**src/rtl/core/spq_pkg.sv**
```systemverilog
// Shared types and codes for the stable priority queue.
// No dependencies; the top level, the cell and the testbench refer to it by scoped names.
package spq_pkg;

	typedef enum logic [1:0] {
		ST_DONE  = 2'd0,
		ST_FULL  = 2'd1,
		ST_EMPTY = 2'd2
	} spq_status_t;

	localparam logic OP_PUSH = 1'b0;
	localparam logic OP_POP  = 1'b1;

	// Per-cycle command broadcast to every cell of the chain.
	typedef struct packed {
		logic push;
		logic pop;
	} spq_ctrl_t;

endpackage

```
**src/rtl/core/spq_if.sv**
```systemverilog
// Valid/ready channel interfaces for the stable priority queue.
// Depends on nothing; used by the top level.
interface spq_cmd_if #(
	parameter int HANDLE_BITS = 8,
	parameter int RANK_BITS   = 2
) ();
	logic                   valid;
	logic                   ready;
	logic                   opcode;
	logic [HANDLE_BITS-1:0] item_handle;
	logic [RANK_BITS-1:0]   rank;

	modport source (output valid, opcode, item_handle, rank, input ready);
	modport sink   (input valid, opcode, item_handle, rank, output ready);
endinterface

interface spq_rsp_if #(
	parameter int HANDLE_BITS = 8,
	parameter int RANK_BITS   = 2,
	parameter int CNT_BITS    = 5
) ();
	logic                   valid;
	logic                   ready;
	logic [1:0]             status;
	logic [HANDLE_BITS-1:0] out_handle;
	logic [RANK_BITS-1:0]   out_rank;
	logic [CNT_BITS-1:0]    occupancy;

	modport source (output valid, status, out_handle, out_rank, occupancy, input ready);
	modport sink   (input valid, status, out_handle, out_rank, occupancy, output ready);
endinterface

```
**src/rtl/core/stable_priority_queue_top.sv**
```systemverilog
// Top level of the stable priority queue: command channel, response channel,
// fill counter and the chain of cells. Depends on spq_pkg, spq_if, spq_cell.
//
// Usage:
//   cmd carries one item per handshake: opcode (push or pop), item_handle
//   and rank. A push inserts the item behind every stored item of equal or
//   lower rank; a pop removes the head (lowest rank, oldest first).
//   rsp returns exactly one item per command: status (done, full, empty),
//   the popped handle and rank (zero otherwise) and occupancy after the op.
//   Latency: the response is valid the cycle after the command is taken.
//   Throughput: one command per cycle while the output register is free or
//   draining. Every cell compares its rank with the incoming rank in
//   parallel and shifts by one place in that same cycle.
//   Stall: the response sits in an output register; cmd.ready stays high
//   while that register is empty or being drained by rsp.ready, and drops
//   while a response waits, holding the queue state unchanged.
//   Reset (arst_n low): the queue is empty and no response is pending.
//   Cell contents are not cleared; only cells below the fill count are read.
//   Push on a full queue drops the item; pop on an empty queue leaves the
//   queue as it is. Both report their status in the response.
module stable_priority_queue_top #(
	parameter int DEPTH       = 16,
	parameter int HANDLE_BITS = 8,
	parameter int RANK_BITS   = 2
) (
	input  logic      clk,
	input  logic      arst_n,
	spq_cmd_if.sink   cmd,
	spq_rsp_if.source rsp
);

	localparam int CNT_BITS = $clog2(DEPTH + 1);

	logic [CNT_BITS-1:0]    fill_q;
	logic                   rsp_valid_q;
	spq_pkg::spq_status_t   status_q;
	logic [HANDLE_BITS-1:0] out_handle_q;
	logic [RANK_BITS-1:0]   out_rank_q;
	logic [CNT_BITS-1:0]    occupancy_q;

	logic               accept;
	logic               is_full;
	logic               is_empty;
	spq_pkg::spq_ctrl_t ctrl;

	logic [HANDLE_BITS-1:0] c_handle [DEPTH];
	logic [RANK_BITS-1:0]   c_rank   [DEPTH];
	logic [DEPTH-1:0]       c_sel;

	// Take a command whenever the output register is free or draining.
	assign cmd.ready = !rsp_valid_q || rsp.ready;
	assign accept    = cmd.valid && cmd.ready;
	assign is_full   = fill_q == CNT_BITS'(DEPTH);
	assign is_empty  = fill_q == '0;

	assign ctrl.push = accept && (cmd.opcode == spq_pkg::OP_PUSH) && !is_full;
	assign ctrl.pop  = accept && (cmd.opcode == spq_pkg::OP_POP) && !is_empty;

	// Chain of cells: the head lives in cell 0. Pushes shift toward the tail
	// from the insertion point; pops shift everything one place toward the head.
	for (genvar k = 0; k < DEPTH; k++) begin : g_cell
		logic                   left_sel;
		logic [HANDLE_BITS-1:0] left_handle;
		logic [RANK_BITS-1:0]   left_rank;
		logic [HANDLE_BITS-1:0] right_handle;
		logic [RANK_BITS-1:0]   right_rank;

		if (k == 0) begin : g_head
			assign left_sel    = 1'b0;
			assign left_handle = '0;
			assign left_rank   = '0;
		end else begin : g_mid
			assign left_sel    = c_sel[k-1];
			assign left_handle = c_handle[k-1];
			assign left_rank   = c_rank[k-1];
		end

		if (k == DEPTH - 1) begin : g_tail
			// Hold the tail on a pop; its content is then past the fill count.
			assign right_handle = c_handle[k];
			assign right_rank   = c_rank[k];
		end else begin : g_body
			assign right_handle = c_handle[k+1];
			assign right_rank   = c_rank[k+1];
		end

		spq_cell #(
			.INDEX      (k),
			.HANDLE_BITS(HANDLE_BITS),
			.RANK_BITS  (RANK_BITS),
			.CNT_BITS   (CNT_BITS)
		) u_cell (
			.clk         (clk),
			.ctrl        (ctrl),
			.fill        (fill_q),
			.new_handle  (cmd.item_handle),
			.new_rank    (cmd.rank),
			.left_sel    (left_sel),
			.left_handle (left_handle),
			.left_rank   (left_rank),
			.right_handle(right_handle),
			.right_rank  (right_rank),
			.sel         (c_sel[k]),
			.handle      (c_handle[k]),
			.rank        (c_rank[k])
		);
	end

	// Fill counter and response valid.
	always_ff @(posedge clk or negedge arst_n) begin
		if (!arst_n) begin
			fill_q      <= '0;
			rsp_valid_q <= 1'b0;
		end else begin
			if (ctrl.push) begin
				fill_q <= fill_q + CNT_BITS'(1);
			end else if (ctrl.pop) begin
				fill_q <= fill_q - CNT_BITS'(1);
			end
			if (accept) begin
				rsp_valid_q <= 1'b1;
			end else if (rsp.ready) begin
				rsp_valid_q <= 1'b0;
			end
		end
	end

	// Response payload: capture the head on a pop, zeros otherwise.
	always_ff @(posedge clk) begin
		if (accept) begin
			out_handle_q <= '0;
			out_rank_q   <= '0;
			if (cmd.opcode == spq_pkg::OP_PUSH) begin
				status_q    <= is_full ? spq_pkg::ST_FULL : spq_pkg::ST_DONE;
				occupancy_q <= is_full ? fill_q : fill_q + CNT_BITS'(1);
			end else if (is_empty) begin
				status_q    <= spq_pkg::ST_EMPTY;
				occupancy_q <= fill_q;
			end else begin
				status_q     <= spq_pkg::ST_DONE;
				occupancy_q  <= fill_q - CNT_BITS'(1);
				out_handle_q <= c_handle[0];
				out_rank_q   <= c_rank[0];
			end
		end
	end

	assign rsp.valid      = rsp_valid_q;
	assign rsp.status     = status_q;
	assign rsp.out_handle = out_handle_q;
	assign rsp.out_rank   = out_rank_q;
	assign rsp.occupancy  = occupancy_q;

	// The fill count never passes the number of cells.
	a_fill_bound: assert property (@(posedge clk) disable iff (!arst_n)
		fill_q <= CNT_BITS'(DEPTH))
		else $error("fill count above depth");

	// A pop on an empty queue reports empty and keeps the count at zero.
	a_pop_empty: assert property (@(posedge clk) disable iff (!arst_n)
		(accept && (cmd.opcode == spq_pkg::OP_POP) && is_empty)
		|=> (rsp.status == spq_pkg::ST_EMPTY) && (fill_q == '0))
		else $error("pop on empty queue mishandled");

	// A rejected push reports full and leaves the fill count unchanged.
	a_push_full: assert property (@(posedge clk) disable iff (!arst_n)
		(accept && (cmd.opcode == spq_pkg::OP_PUSH) && is_full)
		|=> (rsp.status == spq_pkg::ST_FULL) && (fill_q == CNT_BITS'(DEPTH)))
		else $error("push on full queue changed state");

	// The reported occupancy matches the live count right after a command.
	a_occ_match: assert property (@(posedge clk) disable iff (!arst_n)
		accept |=> (rsp.occupancy == fill_q))
		else $error("occupancy out of step with fill count");

endmodule

```
**src/rtl/core/spq_cell.sv**
```systemverilog
// One storage cell of the sorted shift chain: holds a handle and a rank.
// Depends on spq_pkg for the command struct.
module spq_cell #(
	parameter int INDEX       = 0,
	parameter int HANDLE_BITS = 8,
	parameter int RANK_BITS   = 2,
	parameter int CNT_BITS    = 5
) (
	input  logic                   clk,
	input  spq_pkg::spq_ctrl_t     ctrl,
	input  logic [CNT_BITS-1:0]    fill,
	input  logic [HANDLE_BITS-1:0] new_handle,
	input  logic [RANK_BITS-1:0]   new_rank,
	input  logic                   left_sel,
	input  logic [HANDLE_BITS-1:0] left_handle,
	input  logic [RANK_BITS-1:0]   left_rank,
	input  logic [HANDLE_BITS-1:0] right_handle,
	input  logic [RANK_BITS-1:0]   right_rank,
	output logic                   sel,
	output logic [HANDLE_BITS-1:0] handle,
	output logic [RANK_BITS-1:0]   rank
);

	logic [HANDLE_BITS-1:0] handle_q;
	logic [RANK_BITS-1:0]   rank_q;
	logic                   occupied;

	// Mark every cell from the insertion point up to the first free cell.
	assign occupied = fill > CNT_BITS'(INDEX);
	assign sel      = (occupied && (rank_q > new_rank)) || (fill == CNT_BITS'(INDEX));
	assign handle   = handle_q;
	assign rank     = rank_q;

	always_ff @(posedge clk) begin
		if (ctrl.push) begin
			if (sel && !left_sel) begin
				handle_q <= new_handle;
				rank_q   <= new_rank;
			end else if (left_sel) begin
				handle_q <= left_handle;
				rank_q   <= left_rank;
			end
		end else if (ctrl.pop) begin
			handle_q <= right_handle;
			rank_q   <= right_rank;
		end
	end

endmodule

```
**src/flat_wrapper.sv**
```systemverilog
// flat-port wrapper written by rule: the top's interface ports become plain ports
module stable_priority_queue_top_flat 
#(
	parameter int DEPTH       = 16,
	parameter int HANDLE_BITS = 8,
	parameter int RANK_BITS   = 2
)
  (clk, arst_n, cmd_valid, cmd_opcode, cmd_item_handle, cmd_rank, cmd_ready, rsp_valid, rsp_status, rsp_out_handle, rsp_out_rank, rsp_occupancy, rsp_ready);
  spq_cmd_if #(.HANDLE_BITS(HANDLE_BITS), .RANK_BITS(RANK_BITS)) cmd_i ();
  spq_rsp_if #(.HANDLE_BITS(HANDLE_BITS), .RANK_BITS(RANK_BITS), .CNT_BITS((5))) rsp_i ();
  input  logic clk;
  input  logic arst_n;
  input wire logic [$bits(cmd_i.valid)-1:0] cmd_valid;
  input wire logic [$bits(cmd_i.opcode)-1:0] cmd_opcode;
  input wire logic [$bits(cmd_i.item_handle)-1:0] cmd_item_handle;
  input wire logic [$bits(cmd_i.rank)-1:0] cmd_rank;
  output wire logic [$bits(cmd_i.ready)-1:0] cmd_ready;
  output wire logic [$bits(rsp_i.valid)-1:0] rsp_valid;
  output wire logic [$bits(rsp_i.status)-1:0] rsp_status;
  output wire logic [$bits(rsp_i.out_handle)-1:0] rsp_out_handle;
  output wire logic [$bits(rsp_i.out_rank)-1:0] rsp_out_rank;
  output wire logic [$bits(rsp_i.occupancy)-1:0] rsp_occupancy;
  input wire logic [$bits(rsp_i.ready)-1:0] rsp_ready;
  assign cmd_i.valid = cmd_valid;
  assign cmd_i.opcode = cmd_opcode;
  assign cmd_i.item_handle = cmd_item_handle;
  assign cmd_i.rank = cmd_rank;
  assign cmd_ready = cmd_i.ready;
  assign rsp_valid = rsp_i.valid;
  assign rsp_status = rsp_i.status;
  assign rsp_out_handle = rsp_i.out_handle;
  assign rsp_out_rank = rsp_i.out_rank;
  assign rsp_occupancy = rsp_i.occupancy;
  assign rsp_i.ready = rsp_ready;
  stable_priority_queue_top #(.DEPTH(DEPTH), .HANDLE_BITS(HANDLE_BITS), .RANK_BITS(RANK_BITS)) u_core (.clk(clk), .arst_n(arst_n), .cmd(cmd_i), .rsp(rsp_i));
endmodule
```
**config.mk**
```make
export PLATFORM = sky130hd
export DESIGN_NAME = stable_priority_queue_top_flat
export DESIGN_NICKNAME = d
export VERILOG_FILES = /design/src/rtl/core/spq_pkg.sv /design/src/rtl/core/spq_if.sv /design/src/rtl/core/stable_priority_queue_top.sv /design/src/rtl/core/spq_cell.sv /design/src/flat_wrapper.sv
export SDC_FILE = /design/constraint.sdc
export NUM_CORES = 1
export LEC_CHECK = 0
export ABC_AREA = 1
export BUFFER_PORTS_ARGS = -buffer_cell sky130_fd_sc_hd__buf_4
export CAP_MARGIN = 20
export CORE_MARGIN = 2
export CORE_UTILIZATION = 30
export DETAILED_ROUTE_END_ITERATION = 16
export PLACE_DENSITY = 0.54
export SLEW_MARGIN = 20
export SYNTH_ARGS = -nofsm -noshare
export SYNTH_HDL_FRONTEND = slang
export SYNTH_HIERARCHICAL = 1
export SYNTH_SLANG_ARGS = --single-unit
```
**constraint.sdc**
```tcl
create_clock -name clk -period 3.5 [get_ports clk]
set_clock_uncertainty 0.2 [all_clocks]
set_input_delay 0.525 -clock clk [delete_from_list [all_inputs] [get_ports clk]]
set_output_delay 0.525 -clock clk [all_outputs]
set_load 0.01 [all_outputs]
```
==> run summary, run 1 <==
• **run status** finished, final reports clean
• **number of antenna violations at the first check in global routing** 0
• **predominant post-synthesis flop cell** sky130_fd_sc_hd__edfxtp_1
• **worst reg-to-reg setup slack** 0.57 ns
• **number of rows in the core area** 77
• **fraction of final layout cells sized beyond drive strength 1** 12.7%
• **critical path capture point type** register
• **average detailed-routed wire length per instance** 14.4 um
• **#FFs+latches synth** 183
• **sequential fraction of the synthesis area** 40.9%
• **antenna viol nets, final** 0
• **DR vias/cell** 4.59
• **total die area** 0.0462 mm^2
• **endpoint of the worst hold-timing path** u_core/rsp.valid
• **summed instance area of the synthesized netlist** 0.0134 mm^2
• **Port-buffer cells** 33
• **worst reg-to-reg path cell count** 8
• **area growth from synthesis to layout** 10.1%
• **global-route wire length before repair** 57,300 um
• **final design utilization** 33.3%
• **distinct cell type count of the synthesized netlist** 44
• **core region area** 0.0441 mm^2
• **number of placed instances, taps included** 2,419
• **buffer count from post-CTS setup fixing** 0
• **final worst path period need** 2.93 ns
• **endpoint of the worst-slack reg-to-reg timing path** u_core/g_cell[11].u_cell/handle[4]
• **Remaining DRCs** 0
• **HPWL after detailed placement** 26,000 um
• **number of DRC markers after the initial detailed-route iteration** 1,003
• **insertion delay of the later-clocked pin in the worst-skew pair** 0.48 ns
• **Worst-path clk slew** 0.07 ns
• **pre-CTS setup slack** 0.270 ns
• **Final Max Tran Viols** 0
• **critical-path maximum fanout** 14
• **vias in the first global route** 11,100
• **gp weighted congestion** 0.789
• **via count of the routed design** 11,200
• **antenna diode instance count** 0
• **maximum number of pins on one net before global-route repair** 38
• **maxcap violations** 0
• **gate count after technology mapping** 1,808
• **Hold Worst Slack** 0.0846 ns
• **data required time of the critical path** 3.47 ns
• **die width** 215 um
• **arrival time of data at the critical path endpoint** 2.90 ns
• **TritonCTS clock tree** yes
• **leakage** 0.00755 uW
• **I/O pin cnt** 34
• **startpoint of the worst-slack reg-to-reg timing path** u_core/fill_q[3]
• **fmax** 341 MHz
• **areal power density over the cells** 675 mW/mm^2
• **type of the worst setup path** register to register
• **Setup crit start kind** register
• **hold violation count in the final report** 0
• **worst min path class** input port to register
• **Congestion Overflow GR** 0
• **transition time at the pin with the least slew margin** 0.665 ns
• **aggregate routed wire length** 35,300 um
• **Mean Syn Cell Area** 7.39 um^2
• **die outline height** 215 um
• **DRT Pass-1 Iters** 7
• **setup TNS** 0 ns
• **Slew headroom** 55.5%
• **fin cells** 2,452
• **count of nets after finishing** 1,896
• **maximum clock insertion buffer count** 2
• **initial cell density of the core** 30.3%
• **number of CTS-inserted buffers** 17
• **# clock sinks** 183
• **final count of negative-setup-slack endpoints** 0
• **CTS H-tree depth** 4
• **number of enable-type register cells in the synthesized netlist** 177
• **period utilisation layout** 83.7%
• **CTS root buffer** sky130_fd_sc_hd__clkbuf_16
• **maximum resistive drop on vdd** 0.389 mV
• **depth of the worst hold-timing path** 3
• **RSZ-0062 raised after global routing** false
• **crit path setup slack, layout** 0.571 ns
• **share of synthesized registers carrying an async set or reset** 3.28%
• **Synth warnings** 6
• **All-Layer GR Usage** 15.5%
• **critical hold path startpoint** cmd_valid
-- logic make-up after synthesis --
kind of cell / count (synthesis) / synth area share, %
adder cells (fa/ha/maj): 34 / 3.18
AO/OA/AOI/OAI: 32 / 1.78
flip-flops: 183 / 40.9
buffers and inverters: 514 / 16.9
AND/OR/NAND/NOR: 1041 / 37.0
XOR/XNOR: 3 / 0.197
other: 1 / 0.0281
-- cell usage after synthesis, types with 2 or more instances --
cell type | count | area share (%)
sky130_fd_sc_hd__nand2_1 | 572 | 16
sky130_fd_sc_hd__inv_1 | 423 | 12
sky130_fd_sc_hd__nand3_1 | 206 | 7.7
sky130_fd_sc_hd__edfxtp_1 | 177 | 40
sky130_fd_sc_hd__nand4_1 | 103 | 4.8
sky130_fd_sc_hd__nand2_2 | 53 | 2.5
sky130_fd_sc_hd__nand3_2 | 42 | 3.1
sky130_fd_sc_hd__nor2_1 | 37 | 1.0
sky130_fd_sc_hd__ha_1 | 34 | 3.2
sky130_fd_sc_hd__buf_6 | 22 | 1.9
sky130_fd_sc_hd__buf_2 | 17 | 0.64
sky130_fd_sc_hd__buf_4 | 17 | 0.96
sky130_fd_sc_hd__clkinv_1 | 15 | 0.42
sky130_fd_sc_hd__nor2_2 | 9 | 0.42
sky130_fd_sc_hd__o22ai_1 | 8 | 0.37
sky130_fd_sc_hd__a31oi_1 | 7 | 0.33
sky130_fd_sc_hd__clkbuf_1 | 7 | 0.20
sky130_fd_sc_hd__dfrtp_1 | 6 | 1.1
sky130_fd_sc_hd__inv_2 | 6 | 0.17
sky130_fd_sc_hd__a21boi_0 | 5 | 0.28
sky130_fd_sc_hd__and2_1 | 4 | 0.19
sky130_fd_sc_hd__nand3b_1 | 4 | 0.22
sky130_fd_sc_hd__a21oi_2 | 3 | 0.20
sky130_fd_sc_hd__clkbuf_8 | 3 | 0.31
sky130_fd_sc_hd__nand2_4 | 3 | 0.25
sky130_fd_sc_hd__nor2_4 | 3 | 0.25
sky130_fd_sc_hd__a31oi_2 | 2 | 0.19
sky130_fd_sc_hd__buf_8 | 2 | 0.22
sky130_fd_sc_hd__nand3_4 | 2 | 0.26
sky130_fd_sc_hd__xnor2_1 | 2 | 0.13
-- state kept, by name, summed over array words and instances, names as in the netlist --
name                         flops
u_core/g_cell.u_cell/handle    128
u_core/rsp.valid                 1
u_core/rsp.occupancy             5
u_core/fill_q                    5
u_core/rsp.status                2
u_core/rsp.out_handle            8
u_core/g_cell.u_cell/rank       32
u_core/rsp.out_rank              2
-- routing by layer --
metal / part of all wire [%] / vias up / global-route usage (%) / wire [um]
li1: - / 5733 / - / -
met1: 45 / 5269 / 19.5 / 15700
met2: 50 / 210 / 27.0 / 17500
met3: 3.8 / 37 / 2.48 / 1350
met4: 1.8 / 0 / 5.15 / 644
met5: 0 / - / 0 / 0
-- per-stage QoR --
| step | power [uW] | instance area (um^2) |
|---|---|---|
| finish | 9930 | 14700 |
| detailed placement | 8140 | 14200 |
| global placement | 8020 | 14200 |
| global route | 10700 | 14700 |
| floorplan | 7300 | 13400 |
| CTS | 9970 | 14700 |
-- cell type report --
type | instances | area, um^2
fillers | 4783 | 29400
multi-input cells | 1121 | 5680
flip-flops and latches | 183 | 5470
inverters | 445 | 1680
well taps | 592 | 741
repair buffers | 79 | 608
clock buffers | 17 | 425
clock inverters | 15 | 104
-- power by group --
| part | switching [uW] | leakage, uW | internal, uW |
|---|---|---|---|
| Combinational | 3320 | 0.00553 | 1470 |
| Sequential | 316 | 0.00175 | 3020 |
| Clock | 898 | 0.000262 | 909 |
-- critical path, cell delays in order, from the launching register on --
cell and delay [ns]:
sky130_fd_sc_hd__dfrtp_1 0.57, sky130_fd_sc_hd__buf_4 0.29, sky130_fd_sc_hd__o21ai_1 0.08, sky130_fd_sc_hd__nand2_1 0.24, sky130_fd_sc_hd__and2_1 0.25, sky130_fd_sc_hd__inv_1 0.27, sky130_fd_sc_hd__nand3_2 0.28, sky130_fd_sc_hd__a31oi_1 0.21
sky130_fd_sc_hd__buf_4 0.21
-- cells in the final DEF, fill, tap and decap left out, drive strengths merged --
cell | synthesis | final
a21boi | 5 | 5
a21oi | 4 | 4
a31oi | 9 | 9
and2 | 5 | 5
buf | 58 | 78
clkbuf | 10 | 17
clkinv | 16 | 25
clkinvlp | 0 | 2
conb | 1 | 11
dfrtp | 6 | 6
dlygate4sd3 | 0 | 1
edfxtp | 177 | 177
ha | 34 | 34
inv | 429 | 433
nand2 | 628 | 628
nand3 | 250 | 250
nand3b | 4 | 4
nand4 | 103 | 103
nor2 | 49 | 49
o211ai | 1 | 1
o21ai | 3 | 3
o21bai | 1 | 1
o22ai | 9 | 9
or2 | 2 | 2
xnor2 | 2 | 2
xor2 | 1 | 1
-- timing repair --
action / 4_1_cts / 5_1_grt
hold buffers: 1 / 0
gates resized for setup: 0 / 0
hold endpoints to repair: 6 / 0
-- how the worst max path moves through the flow --
stage	from	to	slack [ns]	cells after the start
finish	u_core/fill_q[3]	u_core/g_cell[11].u_cell/handle[4]	0.57	8
global route	u_core/fill_q[2]	u_core/g_cell[11].u_cell/handle[5]	0.28	8
CTS	u_core/fill_q[2]	u_core/g_cell[11].u_cell/handle[1]	0.60	8
detailed placement	cmd_rank[1]	u_core/g_cell[12].u_cell/handle[1]	0.27	11
global placement	cmd_rank[1]	u_core/g_cell[12].u_cell/handle[1]	0.32	11
floorplan	u_core/fill_q[0]	u_core/g_cell[11].u_cell/handle[0]	0.11	6
Power figures use the tool's default switching activity.
==> inputs of run 2 (changes only) <==
--- a/config.mk
+++ b/config.mk
@@ -11,7 +11,7 @@
 export CORE_MARGIN = 2
 export CORE_UTILIZATION = 30
 export DETAILED_ROUTE_END_ITERATION = 16
-export PLACE_DENSITY = 0.54
+export PLACE_DENSITY = 0.52
 export SLEW_MARGIN = 20
 export SYNTH_ARGS = -nofsm -noshare
 export SYNTH_HDL_FRONTEND = slang
==> constraint.sdc (replaced) <==
create_clock -name clk -period 2.8 [get_ports clk]
set_clock_uncertainty 0.2 [all_clocks]
set_input_delay 0.42 -clock clk [delete_from_list [all_inputs] [get_ports clk]]
set_output_delay 0.42 -clock clk [all_outputs]
set_load 0.01 [all_outputs]
==> run summary, run 2 (same netlist as run 1, synthesis figures left out) <==
• **run status** finished, final reports clean, unchanged
• **HPWL after detailed placement** 25,700 um, was 26,000 um
• **maximum clock insertion buffer count** 2, unchanged
• **series of cell instances along the critical path** dlygate4sd3_1, buf_4, nand2_1, nor2_4, nand2_4, clkinvlp_4, buf_12, clkinv_1, nand2_1, nand2_1, was buf_4, o21ai_1, nand2_1, and2_1, inv_1, nand3_2, a31oi_1, buf_4
• **number of antenna violations at the first check in global routing** 0, unchanged
• **average detailed-routed wire length per instance** 14.2 um, was 14.4 um
• **core region area** 0.0441 mm^2, unchanged
• **CTS root buffer** sky130_fd_sc_hd__clkbuf_16, unchanged
• **hold violation count in the final report** 0, unchanged
• **buffer count from post-CTS setup fixing** 0, unchanged
• **Congestion Overflow GR** 0, unchanged
• **net switching share of the total power** 44.7%, was 45.6%
• **total of fill cells in the finished design** 4,781, was 4,783
• **critical-path maximum fanout** 82, was 14
• **fmax** 385 MHz
• **count of nets after finishing** 1,916, was 1,896
• **areal power density over the cells** 863 mW/mm^2, was 675 mW/mm^2
• **die outline height** 215 um, unchanged
• **number of gates resized after cts** 0, unchanged
• **commonest non-fill, non-tap cells in the layout** 572 x sky130_fd_sc_hd__nand2_1, 414 x sky130_fd_sc_hd__inv_1, 177 x sky130_fd_sc_hd__edfxtp_1, was 572 x sky130_fd_sc_hd__nand2_1, 422 x sky130_fd_sc_hd__inv_1, 206 x sky130_fd_sc_hd__nand3_1
• **vias in the first global route** 11,300, was 11,100
• **fraction of power consumed by combinational cells** 50.5%, was 48.2%
• **I/O pin cnt** 34, unchanged
• **Final Max Tran Viols** 0, unchanged
• **insertion delay of the later-clocked pin in the worst-skew pair** 0.46 ns, was 0.48 ns
• **via count of the routed design** 11,400, was 11,200
• **final worst path period need** 2.60 ns
• **Internal Dissipation** 7240 uW, was 5400 uW
• **flip-flop count of the largest register after layout** 128, unchanged
• **RSZ-0062 raised after global routing** false, unchanged
• **TritonCTS clock tree** yes, unchanged
• **net switching power** 5860 uW, was 4530 uW
• **global-route wire length before repair** 57,700 um, was 57,300 um
• **Port-buffer cells** 33, unchanged
• **initial cell density of the core** 30.3%, unchanged
• **Worst path most repeated cell** sky130_fd_sc_hd__nand2_1, was sky130_fd_sc_hd__buf_4
• **area growth from synthesis to layout** 13.7%, was 10.1%
• **All-Layer GR Usage** 15.5%, about the same
• **critical path capture point type** register, unchanged
• **antenna viol nets, final** 0, unchanged
• **type of the worst setup path** input port to register, was register to register
• **# clock sinks** 183, unchanged
• **setup TNS** 0 ns, unchanged
• **maximum number of pins on one net before global-route repair** 83, was 38
• **clock network fraction of total power** 17.7%, was 18.2%
• **number of buffers inserted for hold repair after clock tree synthesis** 2, was 1
• **Worst-path clk slew** 0.07 ns, about the same
• **total die area** 0.0462 mm^2, unchanged
• **gp weighted congestion** 0.766, was 0.789
• **maximum resistive drop on vdd** 0.333 mV, was 0.389 mV
• **number of CTS-inserted buffers** 17, unchanged
• **share of power burned in registers** 31.8%, was 33.6%
• **final count of negative-setup-slack endpoints** 0, unchanged
• **Remaining DRCs** 0, unchanged
• **period utilisation layout** 92.8%
• **DR vias/cell** 4.61, was 4.59
• **CTS H-tree depth** 4, unchanged
• **arrival time of data at the critical path endpoint** 2.60 ns, was 2.90 ns
• **most common library cell in the layout ignoring fill and taps** sky130_fd_sc_hd__nand2_1, unchanged
• **fin cells** 2,470, was 2,452
• **data required time of the critical path** 2.80 ns, was 3.47 ns
• **instance area after placement** 0.0146 mm^2, was 0.0142 mm^2
• **number of DRC markers after the initial detailed-route iteration** 829, was 1,003
• **aggregate routed wire length** 35,100 um, was 35,300 um
• **Setup crit start kind** input port, was register
• **maximum single-stage delay on the critical path** 0.53 ns, was 0.57 ns
• **maxcap violations** 0, unchanged
• **die width** 215 um, unchanged
• **leakage** 0.00764 uW, was 0.00755 uW
• **antenna diode instance count** 0, unchanged
• **top cell family by delay on the critical path** buffers and inverters, unchanged
• **Hold Worst Slack** 0.0525 ns, was 0.0846 ns
• **fraction of final layout cells sized beyond drive strength 1** 16.3%, was 12.7%
• **Buf/Inv on CP** 5, was 3
• **slowest stage cell, crit path** sky130_fd_sc_hd__dlygate4sd3_1, was sky130_fd_sc_hd__dfrtp_1
• **number of placed instances, taps included** 2,438, was 2,419
• **number of rows in the core area** 77, unchanged
• **worst min path class** input port to register, unchanged
• **DRT Pass-1 Iters** 6, was 7
• **final non-filler cell area** 0.0152 mm^2, was 0.0147 mm^2
-- run 2: worst register-to-register path, cell delays in order, from the launching register on --
cell	delay (ns)
sky130_fd_sc_hd__dfrtp_2	0.57
sky130_fd_sc_hd__nand3_4	0.21
sky130_fd_sc_hd__nand2_4	0.10
sky130_fd_sc_hd__clkinvlp_4	0.12
sky130_fd_sc_hd__buf_12	0.35
sky130_fd_sc_hd__clkinv_1	0.47
sky130_fd_sc_hd__nand2_1	0.17
sky130_fd_sc_hd__nand2_1	0.08
-- run 2: final timing paths --
kind	from	endpoint	slack [ns]	depth (start not counted)
worst max-delay path	cmd_valid	u_core/g_cell[6].u_cell/handle[6]	0.20	10
min in group asynchronous	arst_n	u_core/rsp.valid	0.11	2
worst min-delay path	rsp_ready	u_core/rsp.valid	0.05	4
worst min register to register	u_core/g_cell[15].u_cell/handle[4]	u_core/g_cell[15].u_cell/handle[4]	0.36	2
worst max register to register	u_core/fill_q[4]	u_core/g_cell[6].u_cell/handle[6]	0.29	7
max in group asynchronous	arst_n	u_core/fill_q[2]	2.17	2
-- run 2: layer usage --
layer | wire length (um) | part of all wire, % | track usage (%) | vias to the layer above
li1 | - | - | - | 5774
met1 | 15700 | 45 | 19.3 | 5394
met2 | 17800 | 51 | 27.6 | 182
met3 | 1100 | 3.1 | 2.02 | 35
met4 | 537 | 1.5 | 4.90 | 0
met5 | 0 | 0 | 0 | -
-- run 2: stage by stage --
step	util, %	worst slack [ns]	total power [uW]
5_1_grt	34.4	0.121	14200
3_3_place_gp	33.2	0.132	10700
6_report	34.4	0.201	13100
3_5_place_dp	33.2	0.0731	10800
2_1_floorplan	-	-0.168	9340
4_1_cts	34.4	0.278	13200
-- run 2: cell type report --
type                            instances  area (um^2)  area share [%]
Inverter                              445         1680            11.1
Tap cell                              592          741            4.88
Sequential cell                       183         5470            36.0
Clock inverter                         11          101           0.667
Multi-Input combinational cell       1121         5970            39.3
Timing Repair Buffer                   99          786            5.17
Clock buffer                           19          433            2.85
-- run 2: power by group through the flow --
stage	Clock, uW	Combinational [uW]	Sequential, uW
6_report	2310	6620	4170
5_1_grt	2470	7460	4240
4_1_cts	2380	6620	4190
3_5_place_dp	0	6590	4240
3_3_place_gp	0	6460	4240
2_1_floorplan	0	5130	4210
